<file path="src/design/cpba_pkg.sv">
// Shared constants, codes and types for the contiguous page bitmap allocator.
package cpba_pkg;

  localparam int POOL_PAGES      = 4096;
  localparam int PAGE_SHIFT_BITS = 12;

  localparam int WORD_BITS = 64;
  localparam int BIT_W     = $clog2(WORD_BITS);
  localparam int LEN_W     = BIT_W + 1;
  localparam int MAP_WORDS = POOL_PAGES / WORD_BITS;
  localparam int IDX_W     = $clog2(POOL_PAGES);
  localparam int WORD_W    = IDX_W - BIT_W;

  localparam int ADDR_W     = 64;
  localparam int BASE_W     = 48;
  localparam int WIN_W      = 16;
  localparam int CNT_W      = 13;
  localparam int STATUS_W   = 2;
  localparam int CFG_IDX_W  = 2;
  localparam int CFG_DATA_W = 64;

  typedef enum logic [STATUS_W-1:0] {
    ST_DONE    = 2'd0,
    ST_NO_ROOM = 2'd1,
    ST_RANGE   = 2'd2
  } status_e;

  typedef enum logic {
    OP_ALLOC = 1'b0,
    OP_FREE  = 1'b1
  } op_e;

  localparam logic [CFG_IDX_W-1:0] CFG_POOL_BASE = 2'd0;
  localparam logic [CFG_IDX_W-1:0] CFG_WINDOW    = 2'd1;

  localparam logic [WIN_W-1:0] WINDOW_RESET = 16'h9000;

  // Per-word scan decision handed back to the controller.
  typedef struct packed {
    logic              vld;
    logic [WORD_W-1:0] tag;
    logic              found;
    logic [BIT_W-1:0]  hit_bit;
    logic              all_free;
    logic [LEN_W-1:0]  top_free;
  } scan_res_t;

endpackage

</file>
<file path="src/design/cpba_map_ram.sv">
// Bitmap word RAM: one write port, one registered read port, per-row valid bits.
module cpba_map_ram (
  input  logic                                 clk_i,
  input  logic                                 rst_ni,
  input  logic                                 re_i,
  input  logic [cpba_pkg::WORD_W-1:0]          raddr_i,
  input  logic                                 we_i,
  input  logic [cpba_pkg::WORD_W-1:0]          waddr_i,
  input  logic [cpba_pkg::WORD_BITS-1:0]       wdata_i,
  output logic [cpba_pkg::WORD_BITS-1:0]       rdata_o
);
  import cpba_pkg::*;

  logic [WORD_BITS-1:0] mem [MAP_WORDS];
  logic [WORD_BITS-1:0] rdata_q;
  logic [MAP_WORDS-1:0] row_vld_q;
  logic                 rvld_q;

  always_ff @(posedge clk_i) begin
    if (we_i) begin
      mem[waddr_i] <= wdata_i;
    end
    if (re_i) begin
      rdata_q <= mem[raddr_i];
    end
  end

  // A row never written reads as all free.
  always_ff @(posedge clk_i or negedge rst_ni) begin
    if (!rst_ni) begin
      row_vld_q <= '0;
      rvld_q    <= 1'b0;
    end else begin
      if (we_i) begin
        row_vld_q[waddr_i] <= 1'b1;
      end
      if (re_i) begin
        rvld_q <= row_vld_q[raddr_i];
      end
    end
  end

  assign rdata_o = rvld_q ? rdata_q : '0;

endmodule

</file>
<file path="config.mk">
export PLATFORM = sky130hd
export DESIGN_NAME = cpba_map_ram
export DESIGN_NICKNAME = d
export VERILOG_FILES = /design/src/design/cpba_pkg.sv /design/src/design/cpba_map_ram.sv
export SDC_FILE = /design/constraint.sdc
export NUM_CORES = 2
export LEC_CHECK = 0
export BUFFER_PORTS_ARGS = -buffer_cell sky130_fd_sc_hd__buf_2
export CAP_MARGIN = 20
export CELL_PAD_IN_SITES_DETAIL_PLACEMENT = 2
export CELL_PAD_IN_SITES_GLOBAL_PLACEMENT = 2
export CORE_MARGIN = 10
export CORE_UTILIZATION = 56
export CTS_CLUSTER_DIAMETER = 50
export DETAILED_ROUTE_END_ITERATION = 6
export HOLD_SLACK_MARGIN = 0.06
export PLACE_DENSITY = 0.87
export SLEW_MARGIN = 10
export SYNTH_ARGS = -nofsm -noshare
export SYNTH_HDL_FRONTEND = slang
export SYNTH_SLANG_ARGS = --single-unit
</file>
<file path="constraint.sdc">
create_clock -name clk_i -period 3.4 [get_ports clk_i]
set_clock_uncertainty 0.1 [all_clocks]
set_input_delay 0.68 -clock clk_i [delete_from_list [all_inputs] [get_ports clk_i]]
set_output_delay 0.68 -clock clk_i [all_outputs]
set_load 0.02 [all_outputs]
</file>
==> results of run 1 <==
[kinds of logic after synthesis]
family,count (synthesis)
DFF,4225
AOI/OAI and AO/OA,139
buffers and inverters,337
muxes,1309
and+or+nand+nor,300
[per-stage QoR]
step           hold WS (ns)  instance area [um^2]  instances  worst slack (ns)   TNS, ns
2_1_floorplan         0.284                160000       6310            -0.423  -1148.74
3_3_place_gp          0.345                170000      10300           -0.0748   -0.0748
==> run metrics, run 1 <==
outcome=aborted with a tool error; last flow stage reached=detailed placement (3_5_place_dp); Error=[ERROR DPL-0033] detailed placement checks failed during check placement.; top-count cell post-synth=edfxtp_1; Post-Synth Simple-Gate Area=less than 1%; mux cell area share after synthesis=18.3%; ranking of synthesized cells by area=edfxtp_1, mux4_2, dfrtp_1; Post-synth ARST share=under 10%; largest family of logic cells by synthesized area=multiplexers; synthesized instance count=6310; Synth Area in Compound Gates=0.653%; Synth Cell Area=~160000 um^2; predominant post-synthesis flop cell=edfxtp_1; Initial Utilization=56.2%; # rows=196; Die Wd=554 um; synthesized net count=about 6400; post-synthesis sequential area ratio=79.2%; Avg Cell Area, Syn=25.3 um^2; warnings from Yosys=0; top post-synthesis cells by count=edfxtp_1, mux4_2, clkbuf_1, a22oi_1, buf_2; Post-synth EDFFs=approximately 4200; Die H=554 um; #FFs+latches synth=4225; Synth Area in XOR/XNOR=0%; Yosys top cell by area=edfxtp_1; Cell variety after synth=29; I/O Buffers=between 100 and 150; Synth top area share=78.2%; post-synthesis adder-cell area fraction=0%; Final GP Congestion=just under 0.8; Final HPWL DP=451000 um; Top-Level Pins=144
==> run 2, diff against run 1 <==
==> config.mk (replaced) <==
export PLATFORM = sky130hd
export DESIGN_NAME = cpba_map_ram
export DESIGN_NICKNAME = d
export VERILOG_FILES = /design/src/design/cpba_pkg.sv /design/src/design/cpba_map_ram.sv
export SDC_FILE = /design/constraint.sdc
export NUM_CORES = 2
export LEC_CHECK = 0
export BUFFER_PORTS_ARGS = -buffer_cell sky130_fd_sc_hd__buf_2
export CAP_MARGIN = 20
export CORE_MARGIN = 10
export CORE_UTILIZATION = 40
export DETAILED_ROUTE_END_ITERATION = 6
export PLACE_DENSITY_LB_ADDON = 0.15
export SLEW_MARGIN = 10
export SYNTH_ARGS = -nofsm -noshare
export SYNTH_HDL_FRONTEND = slang
export SYNTH_SLANG_ARGS = --single-unit
==> run 2 against run 1 <==
Against the previous run:
- the flow now finishes without violations
- area after synthesis unchanged
- synthesized cell count unchanged
==> run metrics, run 2 <==
outcome=finished clean; largest net degree at the start of global routing=65; placed insts=roughly 12000; gr busiest metal=met2; max-slew violations=0; top-count cell post-synth=edfxtp_1; post-synthesis adder-cell area fraction=0%; Cell variety after synth=29; Power Density=589 nW/um^2; Synth top area share=78.2%; CP max FO=33; vias per cell=5.93; total of max-cap violations=0; peak supply drop=0.000577 V; Num CTS Buffers=434; Final HPWL DP=263000 um; CTS tree=yes; # H-tree levels=5; number of global-route vias before repair=76800; Yosys top cell by area=edfxtp_1; root buffer cell=clkbuf_16; Synth Cell Area=160000 um^2; path type of the worst setup path=reg -> out; commonest non-fill, non-tap cell in the layout=edfxtp_1; Critical Path Source Type=flip-flop; largest family of logic cells by synthesized area=multiplexers; DRT antenna net count=0; GRT met1 Usage=approximately 30%; Die Wd=around 650 um; first-pass GRT wire length=657000 um; Overflow after GRT=0; drt total wl=481000 um; Biggest register=mem; number of setup buffers added after CTS=0; predominant post-synthesis flop cell=edfxtp_1; Critical Path Sink Type=output pin; synthesized net count=roughly 6400; fin worst setup slack=0.175 ns; Post-Synth Simple-Gate Area=0.948%; max FFs per register=approximately 4100; commonest non-fill, non-tap cells in the layout=edfxtp_1, mux4_2, clkbuf_16; Worst-path clk slew=0.06 ns; DR DRC count=0; Synth Area in XOR/XNOR=0%; hold crit path type=in -> reg; # rows=232; post-synthesis sequential area ratio=79.2%; Post-DP Area=174000 um^2; Final min period=3.23 ns; #FFs+latches synth=between 4000 and 5000; Post-synth EDFFs=4160; worst path arrival time=between 2 and 2.5 ns; share of layout cells above drive strength 1=36.3%; Synth Area in Compound Gates=0.653%; WL/cell=roughly 38 um; Post-Layout Cell Count=12700; Finished Cell Area=188000 um^2; Avg Cell Area, Syn=25.3 um^2; # clock sinks=4225; number of fill cells in the layout=32400; hold path depth=1; max_slew headroom=25.1%; top flop regs=mem x4096, rdata_q x64, row_vld_q x64; Layout Area Growth over Synthesis=17.4%; Final nets=between 7000 and 8000; TNS Setup=0 ns; DRC marker count from the first detailed-route iteration=9327; warnings from Yosys=0; met3 usage=3.07%; Die H=between 600 and 700 um; Top-Level Pins=144; Final Cycle Share=94.9%; ranking of synthesized cells by area=edfxtp_1, mux4_2, dfrtp_1; final hold viol count=0; Setup Viol. Count Final=0; R2R cell count=5; fmax=310 MHz; DP Worst Slack=-0.174 ns; hold_ws=0.0328 ns; I/O Buffers=143; synthesized instance count=6310; WP data required=2.62 ns; Post-synth ARST share=1.54%; Final GP Congestion=0.752; top post-synthesis cells by count=edfxtp_1, mux4_2, clkbuf_1, a22oi_1, buf_2; Pre-antenna DRT Iters=6; total track usage=between 20% and 30%; Initial Utilization=40.1%; clock latency on the worst-skew pair=1.00 ns; Worst-Margin Slew=1.12 ns; Leak=around 60 nW; vias=75600; die area=425000 um^2; Clock Path Buffers=4; initial antenna violation count=41; RSZ-0062 raised after global routing=false; total core area=399000 um^2; mux cell area share after synthesis=18.3%; M2 GR Usage=a little under two fifths
==> run 2: final timing paths <==
check,slack [ns],endpoint,start
setup / recovery,0.17,rdata_o[18],rvld_q$_DFFE_PN0P_
hold / removal,0.03,mem[14][40]$_DFFE_PP_,wdata_i[40]
setup reg to reg,1.11,rdata_q[1]$_DFFE_PP_,mem[39][1]$_DFFE_PP_
hold reg to reg,0.36,row_vld_q[14]$_DFFE_PN0P_,row_vld_q[14]$_DFFE_PN0P_
max in group asynchronous,2.03,row_vld_q[39]$_DFFE_PN0P_,rst_ni
min in group asynchronous,0.22,row_vld_q[30]$_DFFE_PN0P_,rst_ni
==> run 2: routing by layer <==
layer | up-vias | share of wire (%)
met5 | - | 0.024
met4 | 16 | 2.5
met3 | 661 | 6.5
met2 | 2965 | 50
met1 | 42700 | 40
li1 | 29200 | -
==> run 2: layout make-up <==
cell class	instances	area, um^2	share of cell area [%]
Inverter	3	11.3	0.00600
Multi-Input combinational cell	1748	32300	17.2
Timing Repair Buffer	690	8330	4.44
Clock inverter	235	2310	1.23
Clock buffer	553	11500	6.13
Sequential cell	4225	127000	67.4
Tap cell	5265	6590	3.51
Antenna cell	24	60.1	0.0320
==> run 2: cell families after synthesis <==
| logic type | Yosys count |
|---|---|
| flip-flops | 4225 |
| multiplexers | 1309 |
| buffers and inverters | 337 |
| AND/OR/NAND/NOR | 300 |
| AO/OA/AOI/OAI | 139 |
==> run 2: through the flow <==
step	power, W	util (%)
3_3_place_gp	0.0647	43.5
5_1_grt	0.114	47.1
4_1_cts	0.111	47.0
3_5_place_dp	0.0648	43.5
2_1_floorplan	0.0621	-
6_report	0.110	47.1
==> run 2: timing repair <==
| item | in CTS | in global routing |
|---|---|---|
| endpoints found under the setup margin | 1 | 0 |
| gates resized for setup | 1 | 0 |
| hold buffers | 2 | 5 |
| endpoints found under the hold margin | 34 | 49 |
==> run 2: power by group <==
part / internal, W / total (W) / switching [W]
registers: 0.0578 / 0.0581 / 0.000245
clock network: 0.0267 / 0.0468 / 0.0201
logic: 0.00248 / 0.00560 / 0.00312
total: 0.0870 / 0.110 / 0.0235
==> run 2: critical path, stage by stage, from the launching register on <==
cell	delay (ns)
dfrtp_4	0.58
buf_12	0.24
and2_2	0.32
buf_2	0.20
(Power assumes the default switching activity.)
